--- src/disjoint_set_union_find_defines.svh ---
// Assertion macros shared by the disjoint-set block.
`ifndef DISJOINT_SET_UNION_FIND_DEFINES_SVH
`define DISJOINT_SET_UNION_FIND_DEFINES_SVH

// The consequent must hold in the same cycle as the antecedent.
`define DSU_ASSERT_SAME(label, ante, cons) \
    label: assert property (@(posedge clk) disable iff (!rst_n) (ante) |-> (cons)) \
        else $error("dsu assertion failed");

// The consequent must hold in the cycle after the antecedent.
`define DSU_ASSERT_NEXT(label, ante, cons) \
    label: assert property (@(posedge clk) disable iff (!rst_n) (ante) |=> (cons)) \
        else $error("dsu assertion failed");

`endif

--- src/dsu_pkg.sv ---
package dsu_pkg;

    localparam int NUM_VERTICES_DEF = 64;
    localparam int VERTEX_W         = 7;
    localparam int SET_INDEX_W      = 6;

    localparam logic CMD_FIND  = 1'b0;
    localparam logic CMD_UNION = 1'b1;

    typedef struct packed {
        logic                command;
        logic [VERTEX_W-1:0] vertex_a;
        logic [VERTEX_W-1:0] vertex_b;
    } req_item_t;

    typedef struct packed {
        logic [SET_INDEX_W-1:0] set_index;
        logic                   error;
        logic                   merged;
    } rsp_item_t;

endpackage

--- src/dsu_mem.sv ---
module dsu_mem #(
    parameter int NUM_VERTICES = 64
) (
    input  logic                            clk,
    input  logic                            wr_en,
    input  logic [$clog2(NUM_VERTICES)-1:0] wr_addr,
    input  logic [$clog2(NUM_VERTICES)-1:0] wr_data,
    input  logic [$clog2(NUM_VERTICES)-1:0] rd_addr,
    output logic [$clog2(NUM_VERTICES)-1:0] rd_data
);
    localparam int AddrW = $clog2(NUM_VERTICES);

    // Set index of each vertex, one entry per vertex.
    logic [AddrW-1:0] mem [NUM_VERTICES];

    always_ff @(posedge clk)
    begin
        if (wr_en)
        begin
            mem[wr_addr] <= wr_data;
        end
    end

    always_ff @(posedge clk)
    begin
        rd_data <= mem[rd_addr];
    end

endmodule

--- src/dsu_ctrl.sv ---
`include "disjoint_set_union_find_defines.svh"

module dsu_ctrl #(
    parameter int NUM_VERTICES = 64
) (
    input  logic                            clk,
    input  logic                            rst_n,
    input  logic                            req_valid,
    output logic                            req_ready,
    input  dsu_pkg::req_item_t              req,
    input  logic                            slot_free,
    output logic                            done,
    output dsu_pkg::rsp_item_t              result,
    output logic                            wr_en,
    output logic [$clog2(NUM_VERTICES)-1:0] wr_addr,
    output logic [$clog2(NUM_VERTICES)-1:0] wr_data,
    output logic [$clog2(NUM_VERTICES)-1:0] rd_addr,
    input  logic [$clog2(NUM_VERTICES)-1:0] rd_data
);
    import dsu_pkg::*;

    localparam int AddrW = $clog2(NUM_VERTICES);
    localparam logic [AddrW-1:0] LastAddr = AddrW'(NUM_VERTICES - 1);

    localparam logic [2:0] ST_INIT   = 3'd0;
    localparam logic [2:0] ST_IDLE   = 3'd1;
    localparam logic [2:0] ST_RD_A   = 3'd2;
    localparam logic [2:0] ST_RD_B   = 3'd3;
    localparam logic [2:0] ST_SWEEP  = 3'd4;
    localparam logic [2:0] ST_RESULT = 3'd5;

    logic [2:0]       state_reg, state_next;
    logic [AddrW-1:0] cnt_reg, cnt_next;
    logic             cmd_reg, cmd_next;
    logic [AddrW-1:0] vb_addr_reg, vb_addr_next;
    logic [AddrW-1:0] sa_reg, sa_next;
    logic [AddrW-1:0] sb_reg, sb_next;
    rsp_item_t        res_reg, res_next;

    logic             accept;
    logic             va_ok;
    logic             vb_ok;
    logic [VERTEX_W-1:0]       va_m1;
    logic [VERTEX_W-1:0]       vb_m1;
    logic [AddrW+VERTEX_W-1:0] va_ext;
    logic [AddrW+VERTEX_W-1:0] vb_ext;

    // Set index reported on the port: low bits of the stored index.
    function automatic logic [SET_INDEX_W-1:0] to_set_index(input logic [AddrW-1:0] s);
        logic [AddrW+SET_INDEX_W-1:0] wide;
        wide = {{SET_INDEX_W{1'b0}}, s};
        return wide[SET_INDEX_W-1:0];
    endfunction

    assign accept = req_valid && req_ready;
    assign va_ok  = (req.vertex_a != '0) && (32'(req.vertex_a) <= 32'(NUM_VERTICES));
    assign vb_ok  = (req.vertex_b != '0) && (32'(req.vertex_b) <= 32'(NUM_VERTICES));
    assign va_m1  = req.vertex_a - VERTEX_W'(1);
    assign vb_m1  = req.vertex_b - VERTEX_W'(1);
    assign va_ext = {{AddrW{1'b0}}, va_m1};
    assign vb_ext = {{AddrW{1'b0}}, vb_m1};

    assign req_ready = (state_reg == ST_IDLE);
    assign result    = res_reg;

    always_comb
    begin
        state_next   = state_reg;
        cnt_next     = cnt_reg;
        cmd_next     = cmd_reg;
        vb_addr_next = vb_addr_reg;
        sa_next      = sa_reg;
        sb_next      = sb_reg;
        res_next     = res_reg;
        done         = 1'b0;
        wr_en        = 1'b0;
        wr_addr      = cnt_reg;
        wr_data      = cnt_reg;
        rd_addr      = cnt_reg + AddrW'(1);

        unique case (state_reg)
            ST_INIT:
            begin
                wr_en = 1'b1;
                if (cnt_reg == LastAddr)
                begin
                    cnt_next   = '0;
                    state_next = ST_IDLE;
                end
                else
                begin
                    cnt_next = cnt_reg + AddrW'(1);
                end
            end
            ST_IDLE:
            begin
                rd_addr = va_ext[AddrW-1:0];
                if (accept)
                begin
                    cmd_next     = req.command;
                    vb_addr_next = vb_ext[AddrW-1:0];
                    if (!va_ok || (req.command == CMD_UNION && !vb_ok))
                    begin
                        res_next   = '{set_index: '0, error: 1'b1, merged: 1'b0};
                        state_next = ST_RESULT;
                    end
                    else
                    begin
                        state_next = ST_RD_A;
                    end
                end
            end
            ST_RD_A:
            begin
                sa_next = rd_data;
                rd_addr = vb_addr_reg;
                if (cmd_reg == CMD_FIND)
                begin
                    res_next   = '{set_index: to_set_index(rd_data), error: 1'b0, merged: 1'b0};
                    state_next = ST_RESULT;
                end
                else
                begin
                    state_next = ST_RD_B;
                end
            end
            ST_RD_B:
            begin
                rd_addr = '0;
                if (rd_data == sa_reg)
                begin
                    res_next   = '{set_index: to_set_index(sa_reg), error: 1'b0, merged: 1'b0};
                    state_next = ST_RESULT;
                end
                else
                begin
                    sb_next    = rd_data;
                    cnt_next   = '0;
                    state_next = ST_SWEEP;
                end
            end
            ST_SWEEP:
            begin
                // rd_data holds entry cnt_reg; the next entry is read meanwhile,
                // so a write never meets a read of the same entry.
                wr_data = sa_reg;
                wr_en   = (rd_data == sb_reg);
                if (cnt_reg == LastAddr)
                begin
                    cnt_next   = '0;
                    res_next   = '{set_index: to_set_index(sa_reg), error: 1'b0, merged: 1'b1};
                    state_next = ST_RESULT;
                end
                else
                begin
                    cnt_next = cnt_reg + AddrW'(1);
                end
            end
            ST_RESULT:
            begin
                if (slot_free)
                begin
                    done       = 1'b1;
                    state_next = ST_IDLE;
                end
            end
            default:
            begin
                state_next = ST_IDLE;
            end
        endcase
    end

    always_ff @(posedge clk or negedge rst_n)
    begin
        if (!rst_n)
        begin
            state_reg <= ST_INIT;
            cnt_reg   <= '0;
        end
        else
        begin
            state_reg <= state_next;
            cnt_reg   <= cnt_next;
        end
    end

    always_ff @(posedge clk)
    begin
        cmd_reg     <= cmd_next;
        vb_addr_reg <= vb_addr_next;
        sa_reg      <= sa_next;
        sb_reg      <= sb_next;
        res_reg     <= res_next;
    end

    `DSU_ASSERT_NEXT(a_sweep_step, state_reg == ST_SWEEP && cnt_reg != LastAddr,
        state_reg == ST_SWEEP && cnt_reg == $past(cnt_reg) + AddrW'(1))
    `DSU_ASSERT_SAME(a_write_source, wr_en, state_reg == ST_INIT || state_reg == ST_SWEEP)
    `DSU_ASSERT_SAME(a_done_slot, done, slot_free && state_reg == ST_RESULT)
    `DSU_ASSERT_SAME(a_merge_clean, done && result.merged, !result.error)

endmodule

--- src/disjoint_set_union_find.sv ---
// Disjoint-set (union-find) block, quick-find scheme. Vertices 1..NUM_VERTICES
// are kept in sets through a table that gives each vertex its set index; after
// reset set i holds only vertex i+1. A find beat returns the set of vertex_a. A
// union beat moves every member of vertex_b's set into vertex_a's set and
// returns vertex_a's set, with merged high when two different sets were joined.
// A vertex outside 1..NUM_VERTICES returns error high, set_index zero, and leaves
// the table untouched; vertex_b is not checked on a find. After reset the block
// fills the table with one entry per vertex and takes no request beat until
// that pass is done. One item is worked on at a time. A rejected item goes
// straight to the response step; a find reads vertex_a's entry; a union also
// reads vertex_b's entry and, if both lie in one set, ends there; a real union
// then walks every table entry through the single read port of the table
// memory, one entry per cycle, and relabels the members of vertex_b's set.
// The next request beat is taken in the cycle after a result is loaded into
// the response register, even if that result has not yet been taken.
module disjoint_set_union_find #(
    parameter int NUM_VERTICES = dsu_pkg::NUM_VERTICES_DEF
) (
    input  logic               clk,
    input  logic               rst_n,
    input  logic               req_valid,
    output logic               req_ready,
    input  dsu_pkg::req_item_t req,
    output logic               rsp_valid,
    input  logic               rsp_ready,
    output dsu_pkg::rsp_item_t rsp
);
    import dsu_pkg::*;

    localparam int AddrW = $clog2(NUM_VERTICES);

    logic             wr_en;
    logic [AddrW-1:0] wr_addr;
    logic [AddrW-1:0] wr_data;
    logic [AddrW-1:0] rd_addr;
    logic [AddrW-1:0] rd_data;

    logic      done;
    logic      slot_free;
    rsp_item_t result;

    // Response register: it separates the controller from the consumer, so a
    // finished result can wait here while the next request is being worked on.
    logic      rsp_valid_reg, rsp_valid_next;
    rsp_item_t rsp_reg;

    assign slot_free = !rsp_valid_reg || rsp_ready;

    always_comb
    begin
        rsp_valid_next = rsp_valid_reg;
        if (done)
        begin
            rsp_valid_next = 1'b1;
        end
        else if (rsp_ready)
        begin
            rsp_valid_next = 1'b0;
        end
    end

    always_ff @(posedge clk or negedge rst_n)
    begin
        if (!rst_n)
        begin
            rsp_valid_reg <= 1'b0;
        end
        else
        begin
            rsp_valid_reg <= rsp_valid_next;
        end
    end

    always_ff @(posedge clk)
    begin
        if (done)
        begin
            rsp_reg <= result;
        end
    end

    assign rsp_valid = rsp_valid_reg;
    assign rsp       = rsp_reg;

    dsu_ctrl #(
        .NUM_VERTICES(NUM_VERTICES)
    ) u_ctrl (
        .clk      (clk),
        .rst_n    (rst_n),
        .req_valid(req_valid),
        .req_ready(req_ready),
        .req      (req),
        .slot_free(slot_free),
        .done     (done),
        .result   (result),
        .wr_en    (wr_en),
        .wr_addr  (wr_addr),
        .wr_data  (wr_data),
        .rd_addr  (rd_addr),
        .rd_data  (rd_data)
    );

    // Set-index table, one entry per vertex, one write and one read per cycle.
    dsu_mem #(
        .NUM_VERTICES(NUM_VERTICES)
    ) u_mem (
        .clk    (clk),
        .wr_en  (wr_en),
        .wr_addr(wr_addr),
        .wr_data(wr_data),
        .rd_addr(rd_addr),
        .rd_data(rd_data)
    );

endmodule

--- config.mk ---
export PLATFORM = sky130hd
export DESIGN_NAME = disjoint_set_union_find
export DESIGN_NICKNAME = d
export VERILOG_FILES = /design/src/dsu_pkg.sv /design/src/dsu_mem.sv /design/src/dsu_ctrl.sv /design/src/disjoint_set_union_find.sv
export VERILOG_INCLUDE_DIRS = /design/src /design/src/src
export SDC_FILE = /design/constraint.sdc
export NUM_CORES = 1
export LEC_CHECK = 0
export ABC_CLOCK_PERIOD_IN_PS = 4400
export BUFFER_PORTS_ARGS = -buffer_cell sky130_fd_sc_hd__buf_4
export CORE_MARGIN = 3
export CORE_UTILIZATION = 30
export CTS_BUF_LIST = sky130_fd_sc_hd__clkbuf_16
export CTS_CLUSTER_SIZE = 28
export DETAILED_ROUTE_END_ITERATION = 6
export PLACE_DENSITY = 0.49
export SLEW_MARGIN = 0
export SYNTH_ARGS = -nofsm -noshare
export SYNTH_HDL_FRONTEND = slang
export SYNTH_SLANG_ARGS = --single-unit
--- constraint.sdc ---
create_clock -name clk -period 4.4 [get_ports clk]
set_input_delay 1.1 -clock clk [delete_from_list [all_inputs] [get_ports clk]]
set_output_delay 1.1 -clock clk [all_outputs]
set_load 0.02 [all_outputs]
# Word-level counts from Yosys, hierarchy flattened
# Memories as Yosys holds them, arrays and structs flattened. A register that Yosys moved wholly into a read port is not among the register bits.
# Cells that the tools add are included.
[classes]
add_sub_neg = 3
n_lt_le_gt_ge = 2
n_eq_ne = 16
n_mux = 26
bitwise = 1
n_reduce_logical = 21
[ops]
columns = ["operator", "n"]
rows = [
  ["$mux W8", 5],
  ["$pmux W8 S4", 1],
  ["$mux W3", 6],
  ["$mux W6", 3],
  ["$pmux W3 S6", 1],
  ["$pmux W6 S3", 1],
  ["$le A7 B7 Y1 const B", 2],
  ["$reduce_bool A7 Y1", 2],
  ["$eq A6 B6 Y1", 2],
  ["$pmux W6 S2", 1],
  ["$sub A6 B1 Y6 const B", 2],
  ["$ne A2 B2 Y1 const B", 5],
  ["$mux W1", 7],
  ["$add A6 B1 Y6 const B", 1],
  ["$eq A3 B2 Y1 const B", 2],
  ["$eq A3 B3 Y1 const B", 2],
  ["$eq A6 B6 Y1 const B", 1],
  ["$ne A2 B1 Y1 const B", 3],
  ["$reduce_and A2 Y1", 3],
  ["$reduce_and A6 Y1", 1],
  ["$logic_and A1 B1 Y1", 4],
  ["$reduce_and A4 Y1", 1],
  ["$reduce_bool A2 Y1", 2],
  ["$reduce_bool A4 Y1", 1],
  ["7 further kinds", 10],
]
[word_totals]
register_bits = 45
mem_bits_rw = 384
input_bits = 19
output_inout_bits = 10
elab_cells = 83
n_memories = 1
[memory_table]
columns = ["memory", "words", "width", "read_ports", "rd_clocked_by_memory_dff", "write_ports", "line_no", "source"]
rows = [
  ["u_mem.mem", 64, 6, 1, 1, 1, "dsu_mem.sv:14", "logic [AddrW-1:0] mem [NUM_VERTICES];"],
]

# Depth between registers and ports, before layout
# Gate-level depths: netlist (run 1).
[depth]
depth_word = 8
depth_mapped = 11
ltp_nobuf = 9

# Hierarchy
# A second synthesis (run 1) with hierarchy kept.
[hier_totals]
cells_unflattened = 920
hier_area_um2 = 17511.8
[by_module_without_submodules]
columns = ["module", "instances", "cells_each", "area_per_inst_um2", "seq_area_each_um2"]
rows = [
  ["dsu_mem", 1, 720, 15225.9, 11651.2],
  ["dsu_ctrl", 1, 189, 1998.2, 1036.0],
  ["disjoint_set_union_find", 1, 11, 287.8, 265.3],
]

# Least setup slack after synthesis (run 1)
# No wires, ideal clock.
[synth_path]
path_kind = "reg-to-reg"
start = "register u_ctrl.state_reg[2]"
end = "memory u_mem.mem[0][0] (netlist bit) (data pin)"
setup_time_ps = 702
arrival_time_ps = 3899
required_time_ps = 3698
setup_slack_ps = -201
path_stages_with_launch = 8
n_path_buf = 4
period_less_slack_ps = 4601
path_cell_list = "dfrtp_1 -> buf_2 -> buf_2 -> inv_1 -> clkbuf_1 -> nor2_1 -> clkbuf_1 -> o21ai_0"
[synth_via]
elab_chain_cells = 2
[synth_lines]
columns = ["element", "line_no", "source"]
rows = [
  ["start: declaration", "dsu_ctrl.sv:32", "logic [2:0] state_reg, state_next;"],
  ["start signal: assignment", "dsu_ctrl.sv:183", "state_reg <= state_next;"],
  ["$eq A3 B3 Y1", "dsu_ctrl.sv:81", "unique case (state_reg)"],
  ["$mux W6", "dsu_ctrl.sv:81", ""],
  ["via u_ctrl.wr_data[0]", "dsu_ctrl.sv:16", "output logic [$clog2(NUM_VERTICES)-1:0] wr_data,"],
  ["end: declaration", "dsu_mem.sv:14", ""],
]
# The timed path passes the listed nets, and every way through them passes these cells.

# Final worst setup path (run 1)
[layout_path]
start = "register u_ctrl.state_reg[2]"
end = "register u_mem.rd_data[2], read port of u_mem.mem"
[layout_via]
elab_chain_cells = 2
elab_cells_between_ends = 4
cone_classes = "eq/ne: 3; mux: 1"
[layout_lines]
columns = ["element", "line_no", "source"]
rows = [
  ["$eq A3 B2 Y1 or $eq A3 B1 Y1 (tied branches)", "dsu_ctrl.sv:81", ""],
  ["$pmux W6 S3 *", "dsu_ctrl.sv:81", ""],
  ["end: declaration", "dsu_mem.sv:9", "output logic [$clog2(NUM_VERTICES)-1:0] rd_data"],
]
# Every way passes the cells marked *; elsewhere a longest branch is shown, timed or not.
# A chain may end at the register's enable or synchronous reset.

==> flow_summary.rst, run 1 <==
.. list-table::
   :header-rows: 1

   * - Metric
     - Value
   * - Count of unique library cells instantiated by Yosys
     - 51
   * - Die Area
     - between 60000 and 70000 µm²
   * - Worst rel slew slack
     - 36.4%
   * - Ratio of total power to cell area
     - 722 nW/µm²
   * - Most common cell after layout, fill and taps aside
     - sky130_fd_sc_hd__edfxtp_1
   * - Wirelength, routed
     - between 40000 and 50000 µm
   * - Leakage component of the power
     - 7.50 nW
   * - Fin cells
     - just under 2000
   * - Post-route worst setup slack
     - 0.953 ns
   * - Nature of the critical path endpoint
     - flip-flop
   * - Sinks on the clock net
     - 435
   * - Final-stage net count
     - approximately 1200
   * - Clock Tree Buf Depth
     - 3
   * - Overall die height
     - 252 µm
   * - GR Util met2
     - 22.5%
   * - Final Hold Slack
     - roughly 0.35 ns
   * - First-pass GRT wire length
     - approximately 66000 µm
   * - Share of power burned in combinational logic
     - 40.0%
   * - TritonCTS clock tree
     - built
   * - Final count of negative-setup-slack endpoints
     - 0
   * - Post-cts sizing count
     - 0
   * - Data required time of the critical path
     - 4.83 ns
   * - Power spent charging and discharging nets
     - 5.45 mW
   * - Final Power
     - between 15 and 20 mW
   * - Unrepaired setup endpoints after global routing
     - no
   * - Highest achievable clock rate
     - 290 MHz
   * - Wire per inst
     - 22.7 µm
   * - Master cell of the clock root buffer
     - sky130_fd_sc_hd__clkbuf_16
   * - Register area share after synthesis
     - 71.2%
   * - Number of warnings printed during yosys synthesis
     - 0
   * - Inserted Diodes
     - 0
   * - Synth Area per Inst
     - around 16 µm²
   * - # Max-Cap Violations
     - 0
   * - Number of buffers added on ports
     - 28
   * - Top cell type by total area after synthesis
     - sky130_fd_sc_hd__edfxtp_1
   * - Total of flip-flops plus latches after synthesis
     - 435
   * - CTS clock-pin slew for the worst setup and hold paths
     - 0.06 ns
   * - Part of the cycle the worst path needs
     - 78.3%
   * - Post-synth EDFFs
     - 419
   * - Worst vdd ir
     - 0.436 mV
   * - Insertion delay to the later sink of the worst-skew pair
     - 0.57 ns
   * - Half-perimeter wire length after placement
     - 28100 µm
   * - Path class of the lowest-slack min-delay path
     - in2async
   * - Worst setup path class
     - reg2reg
   * - Routability cong.
     - 0.787
   * - Number of global-route vias before repair
     - roughly 9800
   * - Most frequent cells in the layout
     - 419 x sky130_fd_sc_hd__edfxtp_1, 268 x sky130_fd_sc_hd__mux2i_1, 74 x sky130_fd_sc_hd__nor2_1
   * - Layout cell share with drive strength beyond 1
     - between 10 and 15%
   * - Quantity of hold-fixing buffers added after cts
     - 0
   * - Standard-cell rows
     - 89
   * - Area growth from synthesis to final layout
     - 15.0%
   * - Largest net degree at the start of global routing
     - 65
   * - Iteration-0 DRC count of the detailed router
     - 649
   * - Slowest stage delay, CP
     - 0.74 ns
   * - Fraction of power consumed by the clock network
     - 24.3%
   * - Most crowded layer after global routing
     - met2
   * - Cell Count Post-Placement
     - 1891
   * - Number of nets with antenna violations after routing
     - 0
   * - Number of antenna violations at the first check in global routing
     - 0
   * - Crit path buffers/inverters
     - 2
   * - Slowest library cell on the worst path
     - sky130_fd_sc_hd__dfrtp_1
   * - Sequential power share
     - 35.7%
   * - DRT Pass-1 Iters
     - 5
   * - Post-CTS Setup Repair Bufs
     - 0
   * - Clock period minus worst slack
     - 3.45 ns
   * - Syn Inst Count
     - between 1000 and 1500
   * - Via count
     - 9741
   * - DRC Markers
     - 0
   * - Fraction of synthesis flops using an asynchronous set or reset pin
     - ~2.3%
   * - Power Internal
     - 9.65 mW
   * - Kind of start point of the critical path
     - flip-flop
   * - Core Footprint
     - 59500 µm²
   * - Worst slack at placement
     - 0.541 ns
   * - Data arrival time of the critical path
     - between 3 and 4 ns
   * - Overall die width
     - about 250 µm
   * - Tightest Pin Transition
     - approximately 0.95 ns
   * - I/O Pins
     - 29
   * - Global routing usage summed across all routing layers
     - 14.1%
   * - Synthesized cell area
     - 18200 µm²
   * - Number of flip-flops in the largest register
     - 384
   * - Flip-flop cell with the highest count after synthesis
     - sky130_fd_sc_hd__edfxtp_1
   * - Max-slew violation count
     - 0
   * - Area fraction of the dominant cell type after synthesis
     - 69.2%
   * - Met1 Use GR
     - 19.8%
   * - Number of endpoints with negative hold slack in the final report
     - 0
   * - CP delay by family, top
     - compound AO/OA/AOI/OAI gates
   * - Synth Net Count
     - 1137
   * - Switching part of the total power
     - 36.1%
   * - Status
     - finished clean
   * - Grt met3 use
     - 2.21%
   * - Worst clock skew
     - 0.0137 ns
   * - GRT Residual Overflow
     - 0
   * - Number of buffers created by CTS
     - 47
   * - Number of vias per cell after detailed routing
     - just under 5
   * - Initial Util
     - 30.6%
   * - Level count of the clock H-tree
     - 2
   * - CP Cell Sequence
     - nor4b_1, a2111oi_4, buf_12, buf_12, mux2i_1, mux2i_1, mux2_2, o22ai_1, nor4_1
   * - Worst Path Max Fanout
     - 40
   * - Largest cells by area after synthesis
     - sky130_fd_sc_hd__edfxtp_1 69%, sky130_fd_sc_hd__mux2i_1 15%, sky130_fd_sc_hd__mux2_2 2.1%
area by class of cell:
type / instances / area [µm²]
Timing Repair Buffer: 55 / 526
Sequential cell: 435 / 13000
Fill cell: 5653 / 38500
Inverter: 14 / 52.6
Clock buffer: 48 / 1200
Tap cell: 773 / 967
Clock inverter: 36 / 223
Multi-Input combinational cell: 614 / 5000
metrics by stage:
step | area (µm²) | utilization (%) | TNS (ns)
CTS | 20900 | 35.2 | 0
global route | 20900 | 35.2 | 0
floorplan | 18200 | - | -77.19
global placement | 19500 | 32.8 | 0
finish | 20900 | 35.2 | 0
detailed placement | 19500 | 32.8 | 0
cell usage after synthesis, types with 2 or more instances:
master                      instances
sky130_fd_sc_hd__nor3b_1            2
sky130_fd_sc_hd__a21oi_1           12
sky130_fd_sc_hd__buf_1              2
sky130_fd_sc_hd__xor2_1            12
sky130_fd_sc_hd__a21o_1             3
sky130_fd_sc_hd__nand4_1            5
sky130_fd_sc_hd__o31a_1             2
sky130_fd_sc_hd__nand3_1           12
sky130_fd_sc_hd__o211ai_1           4
sky130_fd_sc_hd__buf_4             10
sky130_fd_sc_hd__edfxtp_1         419
sky130_fd_sc_hd__ha_1               4
sky130_fd_sc_hd__dfrtp_1           10
sky130_fd_sc_hd__mux2_2            34
sky130_fd_sc_hd__a211oi_1           7
sky130_fd_sc_hd__buf_2             22
sky130_fd_sc_hd__a22o_1            13
sky130_fd_sc_hd__o31ai_1            2
sky130_fd_sc_hd__or3_1              2
sky130_fd_sc_hd__nor4_1            12
sky130_fd_sc_hd__nor3_1            11
sky130_fd_sc_hd__o22ai_1           25
sky130_fd_sc_hd__xnor2_1           12
sky130_fd_sc_hd__clkbuf_1          15
sky130_fd_sc_hd__and3_1             3
sky130_fd_sc_hd__nand2_1           32
sky130_fd_sc_hd__and2_1             4
sky130_fd_sc_hd__o21ai_0           21
sky130_fd_sc_hd__inv_1             14
sky130_fd_sc_hd__dfxtp_1            6
sky130_fd_sc_hd__nor2_1            75
sky130_fd_sc_hd__mux2i_1          268
sky130_fd_sc_hd__nor2b_1            6
sky130_fd_sc_hd__a2111oi_0          2
sky130_fd_sc_hd__a221oi_1          10
sky130_fd_sc_hd__buf_6              2
sky130_fd_sc_hd__a22oi_1            3
sky130_fd_sc_hd__or2_2              3
layer usage:
| metal | wire, µm | share of wire, % |
|---|---|---|
| met1 | 21100 | 47 |
| met2 | 20700 | 46 |
| met3 | 1960 | 4.4 |
| met4 | 1060 | 2.4 |
| met5 | 0 | 0 |
power by group through the flow:
stage	clock network, mW	logic [mW]	registers [mW]
after floorplan	0	4.10	5.45
after global placement	0	6.06	5.48
after detailed placement	0	6.08	5.48
after CTS	3.78	6.11	5.39
after global routing	3.96	6.45	5.41
final	3.68	6.04	5.39
cell families (layout without fill, tap and decap cells):
logic type / count (synthesis) / in the layout / share of synthesized area (%)
adders and majority gates: 4 / 4 / 0.275
DFF: 435 / 435 / 71.2
buffers and inverters: 65 / 153 / 1.78
xor gates and xnor gates: 24 / 24 / 1.16
and+or+nand+nor: 171 / 171 / 4.33
AOI/OAI and AO/OA: 113 / 113 / 4.41
muxes: 302 / 302 / 16.9
path summary, 6_finish.rpt:
check,start,end,slack [ns],cells past startpoint
max reg2reg,u_ctrl.state_reg[2]$_DFFE_PN0P_,u_mem.rd_data[2]$_DFF_P_,0.95,9
max in group asynchronous,rst_n,u_ctrl.state_reg[2]$_DFFE_PN0P_,3.90,1
min reg2reg,u_ctrl.result[5]$_DFFE_PP_,rsp[5]$_DFFE_PP_,0.42,0
min,rst_n,u_ctrl.wr_addr[3]$_DFFE_PN0P_,0.35,1
max,u_ctrl.state_reg[2]$_DFFE_PN0P_,u_mem.rd_data[2]$_DFF_P_,0.95,9
min in group clk,u_ctrl.result[5]$_DFFE_PP_,rsp[5]$_DFFE_PP_,0.42,0
(Power assumes the default switching activity.)
==> run 2, diff against run 1 <==
- ABC_CLOCK_PERIOD_IN_PS: 4400 -> 3100
- clock period: 4.4 -> 3.1 ns (I/O delays scaled with it)
==> flow_summary.rst, run 2 (same netlist as run 1, synthesis figures left out) <==
.. list-table::
   :header-rows: 1

   * - Metric
     - Value
   * - Status
     - finished clean
   * - Routability cong.
     - 0.787
   * - Crit path buffers/inverters
     - 2
   * - Worst clock skew
     - 0.0246 ns
   * - Slowest library cell on the worst path
     - sky130_fd_sc_hd__dfrtp_1
   * - Hold path startpoint
     - req[14]
   * - CTS clock-pin slew for the worst setup and hold paths
     - 0.06 ns
   * - Source of the worst register-to-register timing path
     - u_ctrl.state_reg[1]$_DFFE_PN0P_
   * - Number of vias per cell after detailed routing
     - 4.81
   * - Fin cells
     - around 2100
   * - Most frequent cells in the layout
     - 419 x sky130_fd_sc_hd__edfxtp_1, 268 x sky130_fd_sc_hd__mux2i_1, 176 x sky130_fd_sc_hd__buf_4
   * - Number of stages on the worst setup path
     - 9
   * - Master cell of the clock root buffer
     - sky130_fd_sc_hd__clkbuf_16
   * - Core Footprint
     - roughly 59000 µm²
   * - DRC Markers
     - 0
   * - Ratio of total power to cell area
     - 1020 nW/µm²
   * - Final count of negative-setup-slack endpoints
     - 0
   * - CP Cell Sequence
     - nor3b_2, a2111oi_4, clkbuf_16, buf_4, mux2i_1, mux2i_1, mux2_2, o22ai_1, nor4_1
   * - Most common cell on crit path
     - sky130_fd_sc_hd__mux2i_1
   * - Kind of start point of the critical path
     - flip-flop
   * - Path depth of the worst reg2reg path
     - 9
   * - Highest achievable clock rate
     - 342 MHz
   * - First-pass GRT wire length
     - 66100 µm
   * - Final Hold Slack
     - between 0.3 and 0.4 ns
   * - Level count of the clock H-tree
     - 2
   * - Cell Count Post-Placement
     - 2026
   * - Wirelength, routed
     - approximately 45000 µm
   * - Most common cell after layout, fill and taps aside
     - sky130_fd_sc_hd__edfxtp_1
   * - TritonCTS clock tree
     - built
   * - Number of endpoints with negative hold slack in the final report
     - 0
   * - Global routing usage summed across all routing layers
     - 13.9%
   * - DRT Pass-1 Iters
     - 5
   * - Area growth from synthesis to final layout
     - 21.6%
   * - Worst rel slew slack
     - 39.4%
   * - Final-stage net count
     - roughly 1300
   * - Post-route worst setup slack
     - between 0.15 and 0.2 ns
   * - Via count
     - 10200
   * - Wire per inst
     - 21.1 µm
   * - Sequential cell area in the final layout
     - 13000 µm²
   * - Layout cell share with drive strength beyond 1
     - 23.1%
   * - Number of global-route vias before repair
     - 10300
   * - Worst setup path class
     - reg2reg
   * - Largest net degree at the start of global routing
     - 66
   * - GRT Residual Overflow
     - 0
   * - Number of buffers created by CTS
     - 49
   * - Data arrival time of the critical path
     - 3.40 ns
   * - Standard-cell rows
     - 89
   * - Clock Tree Buf Depth
     - 3
   * - Worst vdd ir
     - about 0.43 mV
   * - # Max-Cap Violations
     - 0
   * - Launch point of the critical path
     - u_ctrl.state_reg[1]$_DFFE_PN0P_
   * - Leakage component of the power
     - 8.23 nW
   * - Nature of the critical path endpoint
     - flip-flop
   * - I/O Pins
     - 29
   * - Worst Path Max Fanout
     - 12
   * - Number of nets with antenna violations after routing
     - 0
   * - Sinks on the clock net
     - between 400 and 500
   * - Path class of the lowest-slack min-delay path
     - in2reg
   * - Placed Instance Area
     - slightly above 20000 µm²
   * - Part of the cycle the worst path needs
     - 94.3%
   * - Initial Util
     - 30.6%
   * - Slowest stage delay, CP
     - 0.50 ns
   * - Insertion delay to the later sink of the worst-skew pair
     - 0.60 ns
   * - Number of buffers added on ports
     - 28
   * - Utilization after layout
     - 37.2%
   * - Number of antenna violations at the first check in global routing
     - 0
   * - Data required time of the critical path
     - 3.58 ns
   * - Multi-input gate area in the final layout
     - 5000 µm²
   * - Inserted Diodes
     - 0
   * - Die Area
     - 63600 µm²
   * - Tightest Pin Transition
     - 0.906 ns
   * - Half-perimeter wire length after placement
     - 29000 µm
   * - Number of flip-flops in the largest register
     - around 380
   * - Layout fillers
     - 5619
   * - Clock period minus worst slack
     - around 3 ns
   * - Unrepaired setup endpoints after global routing
     - no
   * - Overall die width
     - around 250 µm
   * - CP delay by family, top
     - multiplexers
   * - Worst slack at placement
     - -0.365 ns
   * - Iteration-0 DRC count of the detailed router
     - between 700 and 800
   * - Number of stages on the worst hold path
     - 1
   * - Overall die height
     - 252 µm
   * - Max-slew violation count
     - 0
   * - Area of all placed cells without fillers
     - 22100 µm²
[run 2: changes by cell type in the layout (fill, tap and decap cells not counted), sizes merged]
cell         change
buf            +136
bufinv           -2
clkbuf           +3
clkinv           +5
clkinvlp         +4
dlygate4sd3      +1
inv              -3
[run 2: where the power goes]
| group | internal [mW] | switching, mW | leakage (nW) |
|---|---|---|---|
| sequential | 7.36 | 0.183 | 4.03 |
| combinational | 4.29 | 5.46 | 3.47 |
| clock | 2.91 | 2.37 | 0.736 |
| total | 14.6 | 8.01 | 8.23 |
[run 2: worst register-to-register path, stage by stage (launching register included)]
cell and delay (ns):
sky130_fd_sc_hd__dfrtp_1 0.50, sky130_fd_sc_hd__nor3b_2 0.24, sky130_fd_sc_hd__a2111oi_4 0.38, sky130_fd_sc_hd__clkbuf_16 0.28, sky130_fd_sc_hd__buf_4 0.29, sky130_fd_sc_hd__mux2i_1 0.31
sky130_fd_sc_hd__mux2i_1 0.12, sky130_fd_sc_hd__mux2_2 0.29, sky130_fd_sc_hd__o22ai_1 0.28, sky130_fd_sc_hd__nor4_1 0.10
[run 2: metal layers]
metal | wire, µm | track usage (%) | vias to the layer above
met5 | 0 | 0 | -
met4 | 1320 | 5.16 | 0
met3 | 2390 | 2.09 | 67
met2 | 20400 | 21.9 | 266
met1 | 20600 | 19.4 | 5109
li1 | - | - | 4745
[run 2: final timing paths]
path	end	slack [ns]
min in group asynchronous	u_ctrl.wr_addr[4]$_DFFE_PN0P_	0.54
hold reg to reg	rsp[3]$_DFFE_PP_	0.42
setup reg to reg	u_mem.rd_data[0]$_DFF_P_	0.18
hold / removal	u_ctrl.cmd_reg$_DFFE_PP_	0.36
setup / recovery	u_mem.rd_data[0]$_DFF_P_	0.18
max in group asynchronous	u_ctrl.state_reg[0]$_DFFE_PN0P_	2.40
[run 2: cell type report]
cell class	instances	share of cell area [%]
clock inverter	40	1.10
tap	773	4.37
clock buffer	49	5.54
multi-input combinational	614	22.6
timing repair buffer	194	7.56
inverter	14	0.238
sequential	435	58.6
[run 2: stage by stage]
step	setup TNS, ns	power, mW
floorplan	-162.91	13.5
CTS	0	22.7
global route	0	23.7
finish	0	22.6
detailed placement	-1.39	17.3
global placement	-1.14	17.3
[run 2: what timing repair did]
| action | in CTS | in global routing |
|---|---|---|
| buffers inserted | 0 | 1 |
| hold buffers | 1 | 0 |
| gates resized for setup | 0 | 6 |
| hold endpoints to repair | 10 | 0 |
| endpoints found under the setup margin | 0 | 4 |
